$ cat src/hdl/rc6_key_store.sv
// rc6_key_store: round-key memory, one write port and two registered read
// ports. No dependencies.

module rc6_key_store #(
    parameter int DEPTH = 44,
    parameter int AW    = 6
) (
    input  logic          aclk,
    input  logic          we,
    input  logic [AW-1:0] waddr,
    input  logic [31:0]   wdata,
    input  logic [AW-1:0] raddr0,
    input  logic [AW-1:0] raddr1,
    output logic [31:0]   rdata0,
    output logic [31:0]   rdata1
);

    logic [31:0] mem [DEPTH];
    logic [31:0] rdata0_reg;
    logic [31:0] rdata1_reg;

    always_ff @(posedge aclk) begin
        if (we) begin
            mem[waddr] <= wdata;
        end
        rdata0_reg <= mem[raddr0];
        rdata1_reg <= mem[raddr1];
    end

    assign rdata0 = rdata0_reg;
    assign rdata1 = rdata1_reg;

endmodule

$ cat config.mk
export PLATFORM = sky130hd
export DESIGN_NAME = rc6_key_store
export DESIGN_NICKNAME = d
export VERILOG_FILES = /design/src/hdl/rc6_key_store.sv
export SDC_FILE = /design/constraint.sdc
export NUM_CORES = 2
export LEC_CHECK = 0
export ABC_CLOCK_PERIOD_IN_PS = 13700
export BUFFER_PORTS_ARGS = -buffer_cell sky130_fd_sc_hd__buf_2
export CAP_MARGIN = 20
export CORE_AREA = 5 5 263 521
export CTS_CLUSTER_SIZE = 28
export DETAILED_ROUTE_END_ITERATION = 8
export DIE_AREA = 0 0 268 526
export PLACE_DENSITY = 0.72
export SKIP_CTS_REPAIR_TIMING = 1
export SLEW_MARGIN = 40
export SYNTH_ARGS = -nofsm -noshare
export SYNTH_HDL_FRONTEND = slang
export SYNTH_SLANG_ARGS = --single-unit
export TNS_END_PERCENT = 10
$ cat constraint.sdc
create_clock -name aclk -period 13.7 [get_ports aclk]
set_clock_uncertainty 0.2 [all_clocks]
set_input_delay 2.74 -clock aclk [delete_from_list [all_inputs] [get_ports aclk]]
set_output_delay 2.74 -clock aclk [all_outputs]
set_load 0.01 [all_outputs]
==> results.ini <==
[synthesis]
synth_cells=3238
synth.area.top_cells=edfxtp_1, mux4_2, mux2i_1
ys_types=37
synth.most_common_cell=edfxtp_1
synth-edff-count=1408
synth_fp_nets=3290
synth-seq-cells=1472
yosys_warnings=0
avgSynthCellArea_um2=20.3
syn_area_um2=65800
synth_common_cells=edfxtp_1, mux4_2, mux2i_1
seq_area_frac_synth=0.662
yosys.area.top_type_share=0.643
synth_flop_cell=edfxtp_1
synthArstFlopShare=0
yosysTopAreaCell=edfxtp_1

[global_routing]
grtUsageTotal=0.289
grt_pass1_wl_mm=285
overflow=0
grt_max_degree=69
grt_pass1_vias=38500
antenna_found_initial=30

[power]
clkPwrFrac=0.388
p_comb_frac=0.080
switching_share=0.226
power.density_nw_per_um2=129
peakVddDrop_v=0.000107
p_switching_mw=2.13
seqPwrFrac=0.533
p_int_mw=7.30
p_leak_nw=23.2

[floorplanning]
ios=116
start_util=0.497
die_height_um=526
core-area_um2=132000
die_w_um=268
rows=189
die_area_um2=141000

[critical_path]
r2r_start=mem[21][27]
crit_path_max_incr_delay_ns=0.73
path_common_cell=buf_4
critPathKind=in -> reg
cp.required_ns=14.08
critPathCaptureType=register
crit_arrival_ns=6.13
reg2reg_depth=4
worstPathCellList=buf_8 > buf_16 > buf_4 > buf_4 > mux4_2 > mux2i_1 > o211ai_1 > nand2_1 > a31oi_1
r2r_slack_ns=11.51
slowest_stage=buf_4
critPathTopFamily=buffers and inverters
crit_buf_inv=4
crit_path_max_fanout=44
start_kind=primary input
reg2reg_to=rdata1[27]

[clocking]
root_buffer=clkbuf_16
numCtsBuffers=121
htree_levels=3
clk_latency_ns=0.75
cts_buffer_depth=3
clock-sinks=1472
clk_pin_slew_ns=0.07
cts_tree=done

[placed_design]
io_buffers=115
hpwl_mm=123
dpl_cell_area_um2=69000
routabilityCongestion=0.852
place_inst=4934

[finish]
finalNonFillerCells=5203
area_growth_pct=11.5
final_cell_area_um2=73300
final_nets=3392
fill_cells=9817
largest_reg_flops=1408
layout-drive-gt1-share=0.342

[sta]
finalHoldViolations=0
setup_viol=0
finalCriticalPeriod_ns=5.74
tightest_slew_ns=0.910
max_slew_margin=0.392
rsz0062_at_grt=false
final-max-slew-violation-count=0
post-route-period-util=0.419
setup-tns-final_ns=0
fmax_mhz=174

[drt]
dr.pass1.iters=6
vias=37000
wirelength_mm=204
wire_per_inst_um=39.2
drt-initial-drc-count=4829
post-route-drc-count=0
drt-vias-per-instance=7.10
ant_nets=0

[job]
max-cap-violations=0

[run_status]
status=finished clean

[min_path]
min_from=mem[42][14]
min_path_cells=5
hold_path.class=reg -> reg
hold-path-endpoint=rdata1[14]

==> final cells by class <==
cell class	instances	area (um2)	share of cell area
Clock buffer	153	3270	0.0446
Antenna cell	42	105	0.00143
Clock inverter	72	873	0.0119
Timing Repair Buffer	237	1960	0.0267
Tap cell	1719	2150	0.0293
Inverter	2	12.5	0.000171
Sequential cell	1472	43600	0.594
Multi-Input combinational cell	1506	21400	0.292
==> worst min-delay path: stages (launching register included) <==
cell,delay [ns]
edfxtp_1,0.33
mux4_2,0.22
nand2_1,0.05
o21ai_0,0.06
nand2_1,0.05
o21ai_0,0.05
==> routing by layer <==
metal / global-route usage / vias up / routed length [um] / part of all wire
met5: 0 / - / 88 / 0.00043
met4: 0.179 / 14 / 15400 / 0.075
met3: 0.0590 / 678 / 19500 / 0.096
met2: 0.495 / 2504 / 106000 / 0.52
met1: 0.331 / 19500 / 62500 / 0.31
li1: - / 14300 / - / -
==> worst max-delay path by stage <==
stage	to	slack, ns	start	cells past startpoint
after floorplan	mem[8][0]	7.31	we	3
after CTS	rdata0[13]	7.75	raddr0[0]	6
final	rdata1[30]	7.96	raddr1[0]	9
after detailed placement	rdata0[13]	6.94	raddr0[0]	6
after global routing	rdata1[30]	7.66	raddr1[0]	9
after global placement	rdata1[13]	6.58	raddr1[0]	8
==> power by group through the flow <==
stage / registers, mW / logic (mW) / clock network (mW)
finish: 5.03 / 0.750 / 3.66
detailed placement: 5.13 / 0.750 / 0
global placement: 5.12 / 0.735 / 0
floorplan: 5.10 / 0.446 / 0
global route: 5.03 / 0.786 / 3.88
CTS: 5.03 / 0.751 / 3.69
==> cells in the final DEF, fill, tap and decap left out, drive strengths merged, types with 7 or more instances in the layout <==
master,count
a22o,12
clkinvlp,9
clkinv,41
edfxtp,1408
mux4,688
a211o,20
diode,42
or4,11
clkbuf,153
inv,7
a21oi,13
a211oi,12
a31oi,53
bufinv,17
nand2,160
nor2,63
nor2b,7
o221ai,12
buf,237
o22ai,76
a22oi,75
a221oi,23
dfxtp,64
mux2i,186
o211ai,21
o21ai,43
==> per-stage QoR <==
stage	setup WS (ns)	total power, mW	util	hold WS [ns]
2_1_floorplan	7.31	5.55	-	0.524
4_1_cts	7.75	9.47	0.552	0.611
6_report	7.96	9.43	0.554	0.610
5_1_grt	7.66	9.69	0.553	0.650
3_3_place_gp	6.58	5.86	0.517	0.580
3_5_place_dp	6.94	5.88	0.521	0.592
==> cells by family after synthesis <==
family                 after synthesis  share of synthesized area
flip-flops                        1472                      0.662
multiplexers                       874                      0.264
AO/OA/AOI/OAI                      360                     0.0378
AND/OR/NAND/NOR                    272                     0.0178
buffers and inverters              260                     0.0180
(Power assumes the default switching activity.)
