==> config.mk <==
export PLATFORM = sky130hd
export DESIGN_NAME = rc6_round_dp
export DESIGN_NICKNAME = d
export VERILOG_FILES = /design/src/hdl/rc6_pkg.sv /design/src/hdl/rc6_round_dp.sv
export SDC_FILE = /design/constraint.sdc
export NUM_CORES = 2
export LEC_CHECK = 0
export BUFFER_PORTS_ARGS = -buffer_cell sky130_fd_sc_hd__buf_4
export CORE_AREA = 2 2 325 327
export CTS_BUF_LIST = sky130_fd_sc_hd__clkbuf_8
export DETAILED_ROUTE_END_ITERATION = 7
export DIE_AREA = 0 0 327 329
export PLACE_DENSITY = 0.7
export SLEW_MARGIN = 0
export SYNTH_ARGS = -nofsm -noshare
export SYNTH_HDL_FRONTEND = slang
export SYNTH_SLANG_ARGS = --single-unit
==> constraint.sdc <==
create_clock -name aclk -period 6.7 [get_ports aclk]
set_input_delay 1.34 -clock aclk [delete_from_list [all_inputs] [get_ports aclk]]
set_output_delay 1.34 -clock aclk [all_outputs]
set_load 0.005 [all_outputs]
==> src/hdl/rc6_pkg.sv <==
// rc6_pkg: constants, helper functions and control structs shared by the
// RC6 encrypt unit modules. No dependencies.

package rc6_pkg;

    localparam logic [31:0] P32     = 32'hB7E15163;
    localparam logic [31:0] Q32     = 32'h9E3779B9;
    localparam logic [4:0]  LOG_W   = 5'd5;
    localparam logic [4:0]  KEY_ROT = 5'd3;

    localparam int KEY_BITS = 256;
    localparam int CFG_IDX_W = 8;

    localparam logic [CFG_IDX_W-1:0] REG_KEY_PART_0 = 8'd0;
    localparam logic [CFG_IDX_W-1:0] REG_KEY_PART_1 = 8'd1;
    localparam logic [CFG_IDX_W-1:0] REG_KEY_PART_2 = 8'd2;
    localparam logic [CFG_IDX_W-1:0] REG_KEY_PART_3 = 8'd3;

    localparam logic KIND_EXPAND  = 1'b0;
    localparam logic KIND_ENCRYPT = 1'b1;

    typedef struct packed {
        logic load;
        logic step_a;
        logic step_b;
    } sched_ctl_t;

    typedef struct packed {
        logic load;
        logic whiten_in;
        logic mul;
        logic rnd;
    } round_ctl_t;

    function automatic logic [31:0] rotl32(input logic [31:0] x, input logic [4:0] n);
        logic [63:0] w;
        w = {x, x} << n;
        return w[63:32];
    endfunction

    // x * (2x + 1), low word
    function automatic logic [31:0] quad(input logic [31:0] x);
        logic [31:0] m;
        logic [31:0] p;
        m = {x[30:0], 1'b1};
        p = x * m;
        return p;
    endfunction

endpackage

==> src/hdl/rc6_round_dp.sv <==
// rc6_round_dp: encryption round datapath, multiply step then rotate/add
// step per round, reused for every round. Depends on rc6_pkg.

module rc6_round_dp (
    input  logic               aclk,
    input  rc6_pkg::round_ctl_t ctl,
    input  logic [31:0]        in_a,
    input  logic [31:0]        in_b,
    input  logic [31:0]        in_c,
    input  logic [31:0]        in_d,
    input  logic [31:0]        rdata0,
    input  logic [31:0]        rdata1,
    output logic [31:0]        out_a,
    output logic [31:0]        out_b,
    output logic [31:0]        out_c,
    output logic [31:0]        out_d
);

    logic [31:0] a_reg, b_reg, c_reg, d_reg, t_reg, u_reg;
    logic [31:0] a_next, c_next;

    assign a_next = rc6_pkg::rotl32(a_reg ^ t_reg, u_reg[4:0]) + rdata0;
    assign c_next = rc6_pkg::rotl32(c_reg ^ u_reg, t_reg[4:0]) + rdata1;

    always_ff @(posedge aclk) begin
        if (ctl.load) begin
            a_reg <= in_a;
            b_reg <= in_b;
            c_reg <= in_c;
            d_reg <= in_d;
        end else if (ctl.whiten_in) begin
            b_reg <= b_reg + rdata0;
            d_reg <= d_reg + rdata1;
        end else if (ctl.mul) begin
            t_reg <= rc6_pkg::rotl32(rc6_pkg::quad(b_reg), rc6_pkg::LOG_W);
            u_reg <= rc6_pkg::rotl32(rc6_pkg::quad(d_reg), rc6_pkg::LOG_W);
        end else if (ctl.rnd) begin
            a_reg <= b_reg;
            b_reg <= c_next;
            c_reg <= d_reg;
            d_reg <= a_next;
        end
    end

    // final whitening folded into the output
    assign out_a = a_reg + rdata0;
    assign out_b = b_reg;
    assign out_c = c_reg + rdata1;
    assign out_d = d_reg;

endmodule

==> results.sh <==
export IMPL_synthesis_area_per_instance_um2=9.376
export IMPL_synth_most_common_cell="inv_1"
export IMPL_ctsRootBufferMaster="clkbuf_8"
export IMPL_grt_start_max_net_pins=65
export IMPL_worst_case_hold_slack_ns=0.8422
export IMPL_drv_slew=0
export IMPL_antenna_found_initial=13
export IMPL_viasPerCell=5.540
export IMPL_detail_route_wl_per_cell_um=23.62
export IMPL_clock_sinks=192
export IMPL_dp_final_hpwl_um=142200
export IMPL_grt_setup_unrepaired="yes"
export IMPL_timing_critical_path_arrival_ns=7.38
export IMPL_numCtsBuffers=17
export IMPL_initial_util_pct=44.61
export IMPL_synth_top_family_by_area="adder cells"
export IMPL_syn_inst=4966
export IMPL_synth_top_cell_by_area="fa_1"
export IMPL_synthArstFlopShare_pct=0
export IMPL_synth_distinct_cells=79
export IMPL_finalHoldViolations=0
export IMPL_worstSetupStartpointType="flop"
export IMPL_final_cell_count_no_fill=7109
export IMPL_finalWeightedCongestion=1.018
export IMPL_drive_gt1_share_pct=22.86
export IMPL_relative_slew_slack_pct=16.00
export IMPL_tightestPinTransition_ns=1.247
export IMPL_ctsLongestPathBuffers=2
export IMPL_placement_rows=119
export IMPL_cts_tree="built"
export IMPL_finClkSkew_ns=0.03009
export IMPL_fp_coreArea_um2=104400
export IMPL_path_clk_slew_ns=0.13
export IMPL_numPlacedInstances=7020
export IMPL_compound_gate_portion_of_the_synthesized_area_pct=11.48
export IMPL_final_setup_violation_count=16
export IMPL_synth_warnings=0
export IMPL_mappedNetlistArea_um2=46560
export IMPL_ios=325
export IMPL_ys_top_cells_by_count="inv_1, fa_1, ha_1"
export IMPL_layout_setup_ws_ns=-0.2777
export IMPL_mappedNetlistNets=6350
export IMPL_synth_edff_count=192
export IMPL_nFillCells=9197
export IMPL_data_required_critical_path_ns=7.11
export IMPL_synth_sequential_area_ratio_pct=12.38
export IMPL_areaGrowthSynthToFinish_pct=21.07
export IMPL_die_width_um=327
export IMPL_synth_mux_area_fraction_pct=5.775
export IMPL_run_status="finished with violations"
export IMPL_first_pass_grt_wire_length_um=250600
export IMPL_synth_seq_cells=192
export IMPL_cp_max_fo=8
export IMPL_cts_hold_repair_buffers=0
export IMPL_grt_overflow_total=0
export IMPL_fp_dieArea_um2=107600
export IMPL_ant_nets=0
export IMPL_max_cap_violations=0
export IMPL_synth_top_area_share_pct=31.69
export IMPL_cts_htree_levels=4
export IMPL_post_synth_and_or_nand_nor_area_fraction_pct=11.33
export IMPL_finalCriticalPeriod_ns=6.978
export IMPL_ys_dominant_reg_cell="edfxtp_1"
export IMPL_die_h_um=329
export IMPL_detail_route_drc_violations=0
export IMPL_groute_usage_overall_pct=31.46
export IMPL_grt_pass1_vias=40840
export IMPL_setup_crit_end_kind="flop"
export IMPL_drtPass1Iterations=5
export IMPL_detailedRoute_firstIterationViolations=3532
export IMPL_share_of_the_cycle_needed_by_the_critical_path_after_routing_pct=104.1
export IMPL_place_port_buffers=324
export IMPL_synth_area_leaders="fa_1, edfxtp_1, ha_1"
export IMPL_synthXorXnorAreaFrac_pct=6.527
export IMPL_critical_path_class="flop to flop"
export IMPL_hold_class="flop to flop"
export IMPL_vias=39380
export IMPL_final_design_area_no_fill_um2=56370
export IMPL_synth_adder_area_share_pct=43.78
export IMPL_max_freq_mhz=143.3
export IMPL_finish_net_count=7089
export IMPL_failed_checks="negative setup slack"
export IMPL_worst_skew_pair_late_latency_ns=0.66
export IMPL_dpl_cell_area_um2=54420
export IMPL_post_place_ws_ns=-0.5208
export IMPL_totalWireLength_um=167900
kinds of logic after synthesis:
| family | Yosys count |
|---|---|
| adders and majority gates | 1187 |
| AOI/OAI and AO/OA | 854 |
| buffers and inverters | 1080 |
| and+or+nand+nor | 1120 |
| muxes | 186 |
| xor gates and xnor gates | 347 |
| DFF | 192 |
final cells by class:
| cell class | count | area (µm²) | share of cell area [%] |
|---|---|---|---|
| clock inverter | 14 | 138.9 | 0.2464 |
| inverter | 924 | 3500 | 6.208 |
| sequential | 192 | 5766 | 10.23 |
| timing repair buffer | 876 | 7048 | 12.50 |
| multi-input combinational | 3694 | 37940 | 67.31 |
| antenna | 1 | 2.502 | 0.004439 |
| clock buffer | 17 | 234.0 | 0.4150 |
| tap | 1391 | 1740 | 3.087 |
critical path, stage by stage (launching register included):
cell and delay [ns]:
edfxtp_1 0.45, buf_12 0.18, and2_4 0.15, fa_1 0.55, fa_1 0.43, fa_1 0.53, inv_2 0.05, fa_1 0.55
inv_2 0.04, fa_1 0.48, inv_1 0.05, fa_1 0.47, inv_1 0.05, fa_1 0.44, fa_1 0.54, ha_4 0.21
a21oi_2 0.13, o21bai_1 0.08, a21o_1 0.16, a21o_1 0.16, a21oi_2 0.14, o211ai_1 0.11, buf_4 0.18, a31oi_4 0.23
o21ai_1 0.08, a21oi_1 0.17, xnor2_1 0.10
path summary, 6_finish.rpt:
kind | slack [ns] | end | startpoint | cells past startpoint
hold reg to reg | 0.84 | u_reg[5] | out_d[0] | 2
setup / recovery | -0.28 | t_reg[4] | out_b[6] | 26
hold / removal | 0.84 | u_reg[5] | out_d[0] | 2
setup reg to reg | -0.28 | t_reg[4] | out_b[6] | 26
metrics by stage:
| stage | util, % | TNS, ns |
|---|---|---|
| final | 54.01 | -2.181 |
| after global routing | 54.01 | -5.398 |
| after CTS | 53.32 | -1.505 |
| after detailed placement | 52.14 | -5.064 |
| after global placement | 52.14 | -3.037 |
| after floorplan | - | -0.6263 |
cells in the final DEF (no fill, tap or decap), types with 45 or more instances in the layout:
cell / Yosys / layout
ha_4: 0 / 45
edfxtp_1: 192 / 192
a21oi_1: 282 / 267
mux2_2: 61 / 61
fa_1: 737 / 697
a21o_1: 94 / 94
nand2_1: 416 / 402
buf_4: 1 / 816
inv_1: 915 / 879
mux2i_1: 65 / 65
o21ai_0: 195 / 184
o21a_1: 49 / 49
mux4_2: 60 / 60
xnor2_1: 253 / 250
nor2_1: 262 / 245
and2_1: 203 / 174
xor2_1: 94 / 94
nand2b_1: 46 / 46
ha_1: 450 / 402
repair_timing:
action / in CTS / in global routing
pin swaps: 115 / 108
resized for setup: 137 / 122
setup endpoints to repair: 18 / 24
setup buffers: 37 / 24
routing by layer:
| layer | track usage, % | up-vias | routed length (µm) |
|---|---|---|---|
| li1 | - | 17650 | - |
| met4 | 13.99 | 16 | 8969 |
| met5 | 0.3478 | - | 146 |
| met2 | 48.66 | 1769 | 74170 |
| met3 | 8.527 | 362 | 17450 |
| met1 | 41.41 | 19590 | 67220 |
Power is left out: the tool's default activity adds up to more than one toggle a clock period on the data nets, which glitch-free logic cannot reach.
