<file path="src/hdl/rc6_pkg.sv">
// rc6_pkg: constants, helper functions and control structs shared by the
// RC6 encrypt unit modules. No dependencies.

package rc6_pkg;

    localparam logic [31:0] P32     = 32'hB7E15163;
    localparam logic [31:0] Q32     = 32'h9E3779B9;
    localparam logic [4:0]  LOG_W   = 5'd5;
    localparam logic [4:0]  KEY_ROT = 5'd3;

    localparam int KEY_BITS = 256;
    localparam int CFG_IDX_W = 8;

    localparam logic [CFG_IDX_W-1:0] REG_KEY_PART_0 = 8'd0;
    localparam logic [CFG_IDX_W-1:0] REG_KEY_PART_1 = 8'd1;
    localparam logic [CFG_IDX_W-1:0] REG_KEY_PART_2 = 8'd2;
    localparam logic [CFG_IDX_W-1:0] REG_KEY_PART_3 = 8'd3;

    localparam logic KIND_EXPAND  = 1'b0;
    localparam logic KIND_ENCRYPT = 1'b1;

    typedef struct packed {
        logic load;
        logic step_a;
        logic step_b;
    } sched_ctl_t;

    typedef struct packed {
        logic load;
        logic whiten_in;
        logic mul;
        logic rnd;
    } round_ctl_t;

    function automatic logic [31:0] rotl32(input logic [31:0] x, input logic [4:0] n);
        logic [63:0] w;
        w = {x, x} << n;
        return w[63:32];
    endfunction

    // x * (2x + 1), low word
    function automatic logic [31:0] quad(input logic [31:0] x);
        logic [31:0] m;
        logic [31:0] p;
        m = {x[30:0], 1'b1};
        p = x * m;
        return p;
    endfunction

endpackage

</file>
<file path="src/hdl/rc6_sched_dp.sv">
// rc6_sched_dp: key schedule datapath, one mixing step split into an A half
// and a B half, key word scratch and step counters. Depends on rc6_pkg.

module rc6_sched_dp #(
    parameter int STORE_WORDS = 44,
    parameter int KEY_WORDS   = 8,
    parameter int KEY_BYTES   = 32,
    parameter int STEPS       = 132,
    parameter int AW          = 6,
    parameter int SW          = 8
) (
    input  logic                      aclk,
    input  logic                      aresetn,
    input  rc6_pkg::sched_ctl_t       ctl,
    input  logic [rc6_pkg::KEY_BITS-1:0] key_bits,
    input  logic [31:0]               rdata,
    output logic                      we,
    output logic [AW-1:0]             waddr,
    output logic [31:0]               wdata,
    output logic [AW-1:0]             raddr,
    output logic                      last
);

    logic [31:0] a_reg, b_reg, sinit_reg;
    logic [31:0] l_reg [8];
    logic        first_reg;
    logic [AW-1:0] i_reg;
    logic [2:0]    j_reg;
    logic [SW-1:0] s_reg;

    logic [rc6_pkg::KEY_BITS-1:0] key_m;
    logic [31:0] sv, a_next, sum_ab, b_next;
    logic [AW-1:0] i_next;
    logic [2:0]    j_next;
    logic          i_wrap;

    always_comb begin
        for (int n = 0; n < 32; n++) begin
            key_m[8*n +: 8] = (n < KEY_BYTES) ? key_bits[8*n +: 8] : 8'h00;
        end
    end

    assign sv     = first_reg ? sinit_reg : rdata;
    assign a_next = rc6_pkg::rotl32(sv + a_reg + b_reg, rc6_pkg::KEY_ROT);
    assign sum_ab = a_reg + b_reg;
    assign b_next = rc6_pkg::rotl32(l_reg[j_reg] + sum_ab, sum_ab[4:0]);
    assign i_wrap = (i_reg == AW'(STORE_WORDS - 1));
    assign i_next = i_wrap ? '0 : i_reg + 1'b1;
    assign j_next = (j_reg == 3'(KEY_WORDS - 1)) ? 3'd0 : j_reg + 3'd1;

    always_ff @(posedge aclk) begin
        if (!aresetn) begin
            first_reg <= 1'b0;
            i_reg     <= '0;
            j_reg     <= '0;
            s_reg     <= '0;
        end else if (ctl.load) begin
            first_reg <= 1'b1;
            i_reg     <= '0;
            j_reg     <= '0;
            s_reg     <= '0;
        end else if (ctl.step_b) begin
            if (i_wrap) begin
                first_reg <= 1'b0;
            end
            i_reg <= i_next;
            j_reg <= j_next;
            s_reg <= s_reg + 1'b1;
        end
    end

    always_ff @(posedge aclk) begin
        if (ctl.load) begin
            a_reg     <= '0;
            b_reg     <= '0;
            sinit_reg <= rc6_pkg::P32;
            for (int k = 0; k < 8; k++) begin
                l_reg[k] <= key_m[32*k +: 32];
            end
        end else if (ctl.step_a) begin
            a_reg <= a_next;
        end else if (ctl.step_b) begin
            b_reg        <= b_next;
            l_reg[j_reg] <= b_next;
            sinit_reg    <= sinit_reg + rc6_pkg::Q32;
        end
    end

    assign we    = ctl.step_a;
    assign waddr = i_reg;
    assign wdata = a_next;
    assign raddr = i_next;
    assign last  = (s_reg == SW'(STEPS - 1));

endmodule

</file>
<file path="config.mk">
export PLATFORM = sky130hd
export DESIGN_NAME = rc6_sched_dp
export DESIGN_NICKNAME = d
export VERILOG_FILES = /design/src/hdl/rc6_pkg.sv /design/src/hdl/rc6_sched_dp.sv
export SDC_FILE = /design/constraint.sdc
export NUM_CORES = 1
export LEC_CHECK = 0
export BUFFER_PORTS_ARGS = -buffer_cell sky130_fd_sc_hd__buf_2
export CAP_MARGIN = 30
export CORE_ASPECT_RATIO = 1.75
export CORE_MARGIN = 1.5
export CORE_UTILIZATION = 32
export CTS_CLUSTER_DIAMETER = 30
export DETAILED_ROUTE_END_ITERATION = 8
export HOLD_SLACK_MARGIN = 0.03
export SLEW_MARGIN = 20
export SYNTH_ARGS = -nofsm -noshare
export SYNTH_HDL_FRONTEND = slang
export SYNTH_SLANG_ARGS = --single-unit
</file>
<file path="constraint.sdc">
create_clock -name aclk -period 16.2 [get_ports aclk]
set_clock_uncertainty 0.1 [all_clocks]
set_input_delay 3.24 -clock aclk [delete_from_list [all_inputs] [get_ports aclk]]
set_output_delay 3.24 -clock aclk [all_outputs]
set_load 0.03 [all_outputs]
</file>
==> impl_metrics.py <==
metrics = {
    "status": {
        "status": "completed",
    },
    "logic_synthesis": {
        "synth_area_leaders": "edfxtp_1 (30%), dfxtp_1 (9.1%), mux2_2 (6.0%)",
        "syn_inst": 2622,
        "synth_top_cell_by_area": "edfxtp_1",
        "ys_ff_latch": 373,
        "synth-compound-area-share": 0.198,
        "ys_seq_area_frac": 0.390,
        "synth-async-reset-ratio": 0,
        "synth-xor-area-share": 0.0358,
        "synth-edff-count": 256,
        "ys_types": 90,
        "synth_top_area_share": 0.299,
        "syn_area_um2": 25700,
        "synth_top_family_by_area": "compound AO/OA/AOI/OAI gates",
        "synth_warnings": 0,
        "synth_ff_type": "edfxtp_1",
        "yosys.area_share.simple": 0.131,
        "synth_fa_ha_area_frac": 0.0733,
        "syn-mean-instance-area_um2": 9.80,
        "muxShareOfSynthArea": 0.143,
        "syn_nets": 3045,
    },
    "timing": {
        "setup_tns_ps": 0,
        "clock.fmax_mhz": 90.8,
        "drv_slew": 0,
        "setup_viol": 0,
        "period_share": 0.680,
        "tightest_slew_ps": 1200,
        "rsz0062_at_grt": "no",
        "hold_violations": 0,
        "maxSlewHeadroom": 0.202,
        "layout_min_cycle_time_ps": 11020,
    },
    "cts": {
        "root_buffer": "clkbuf_16",
        "post_cts_resized": 0,
        "clk_path_buf_depth": 3,
        "hold_buffers": 0,
        "postCtsSetupBuffers": 0,
        "cts_num_sinks": 373,
        "cts_tree": "built",
        "numCtsBuffers": 60,
        "h-tree-depth": 2,
        "clkTransAtPathRegs_ps": 50,
        "clk_latency_ps": 640,
    },
    "critical_path": {
        "start_kind": "input pin",
        "crit_fanout": 5,
        "cp.required_ps": 12860,
        "criticalPathCategory": "input pin to output pin",
        "cp.arrival_ps": 7680,
        "slowest_delay_ps": 610,
        "path_delay_family": "compound AO/OA/AOI/OAI gates",
        "worst-path-buf-inv": 2,
        "cp_slowest_cell": "o31ai_1",
        "cp_cell_sequence": "buf_2, mux2_2, fa_1, ha_1, a21oi_1, o22ai_1, a221o_1, a31oi_1, o21ai_0, a21oi_1, o31ai_1, a2111oi_0, or3_1, nand2_1, xor2_1, buf_2",
        "crit_path_end_kind": "output pin",
    },
    "floorplan": {
        "die_area_um2": 82100,
        "core_area_um2": 79500,
        "die_y_um": 378,
        "rows": 137,
        "initial_core_util": 0.323,
        "die_w_um": 217,
        "ioPinCount": 339,
    },
    "drt": {
        "first_iter_violations": 2077,
        "antenna_left": 0,
        "drc": 0,
        "wl_per_cell_um": 25.7,
        "vias_per_cell": 5.72,
        "totalWireLength_um": 103000,
        "dr_total_vias": 23021,
        "dr.pass1.iters": 6,
    },
    "global_route": {
        "antenna_found_initial": 10,
        "grt_overflow": 0,
        "grt_pass1_vias": 22643,
        "grt_max_degree": 62,
        "grt_use_total": 0.249,
        "grt_pass1_wl_um": 149000,
    },
    "finish": {
        "largest_reg_flops": 256,
        "layout_common_cells": "buf_2 (338), nand2_1 (311), edfxtp_1 (256)",
        "finalNetCount": 3346,
        "area_growth_pct": 20.1,
        "layout_commonest_cell": "buf_2",
        "drive_gt1_frac": 0.257,
    },
    "placement": {
        "place_congestion": 1.01,
        "port_buffers": 338,
        "dp_hpwl_um": 79300,
    },
    "job": {
        "cap_violations": 0,
    },
    "min_path": {
        "worstHoldPathType": "flop to flop",
    },
}
==> cell families after synthesis <==
family | count (synthesis)
AOI/OAI and AO/OA | 787
and+or+nand+nor | 770
DFF | 373
muxes | 266
buffers and inverters | 191
adders and majority gates | 130
xor gates and xnor gates | 105
==> synthesized netlist by cell type (all sizes together), types with 9 or more instances <==
cell and n:
fa 34, ha 96, a211oi 45, o21a 25, o31ai 28, and2 9, inv 32, nor2b 17
xnor2 57, or3 19, xor2 48, a31oi 25, nand2b 11, buf 22, o21ai 240, mux4 67
clkbuf 135, a211o 9, a21oi 209, and3 22, nor2 226, dfxtp 117, nand3 45, edfxtp 256
o21bai 10, mux2 136, nor4 10, o211ai 19, nand4 22, o2111ai 9, nand2 317, a21o 46
o22ai 12, nor3 49, mux2i 63
==> worst reg2reg max path, cell delays in order (launching register included) <==
cell and delay (ps):
dfxtp_1 400, ha_1 300, fa_2 390, a21o_1 190, a21oi_1 270, o21bai_1 140, a2111oi_0 530, o31ai_1 220
a41o_1 320, a41oi_1 390, a21oi_1 160, a31o_2 270, a21oi_1 170, xnor2_1 160, ha_1 370, and2_1 250
and3_1 240, a221oi_1 290, mux2i_1 140, a211oi_1 580, mux2i_1 310, o2bb2ai_1 410, o31ai_2 110, mux2i_1 790
buf_4 300, mux2_2 170
==> routing by layer <==
layer / wire length, um / track usage / vias up
li1: - / - / 10519
met1: 37100 / 0.279 / 11141
met2: 52100 / 0.436 / 1083
met3: 6540 / 0.0299 / 276
met4: 7650 / 0.173 / 2
met5: 13 / 0 / -
==> stage by stage <==
| step | area, um^2 | hold WS (ps) | instances | utilization | setup slack, ps |
|---|---|---|---|---|---|
| 6_report | 30900 | 381 | 4027 | 0.388 | 5180 |
| 3_3_place_gp | 28600 | 368 | 3899 | 0.359 | 5290 |
| 5_1_grt | 30800 | 429 | 4024 | 0.388 | 4940 |
| 2_1_floorplan | 25700 | 354 | 2622 | - | 5950 |
| 4_1_cts | 30800 | 387 | 4017 | 0.388 | 5260 |
| 3_5_place_dp | 28600 | 380 | 3903 | 0.360 | 5300 |
==> worst paths after layout <==
| kind | from | end | slack, ps | cells past startpoint |
|---|---|---|---|---|
| min reg2reg | s_reg[7] | s_reg[7] | 380 | 2 |
| min | s_reg[7] | s_reg[7] | 380 | 2 |
| max | rdata[4] | wdata[1] | 5180 | 16 |
| max reg2reg | a_reg[0] | l_reg[7][18] | 8080 | 25 |
==> final cells by class <==
cell class / instances / area [um^2]
clock inverters: 47 / 643
fillers: 8044 / 48700
multi-input cells: 2058 / 15000
clock buffers: 67 / 1560
well taps: 1042 / 1300
repair buffers: 396 / 2140
diodes: 10 / 25.0
flip-flops and latches: 373 / 10000
inverters: 34 / 128
Power is left out: the tool's default activity adds up to more than one toggle a clock period on the data nets, which glitch-free logic cannot reach.
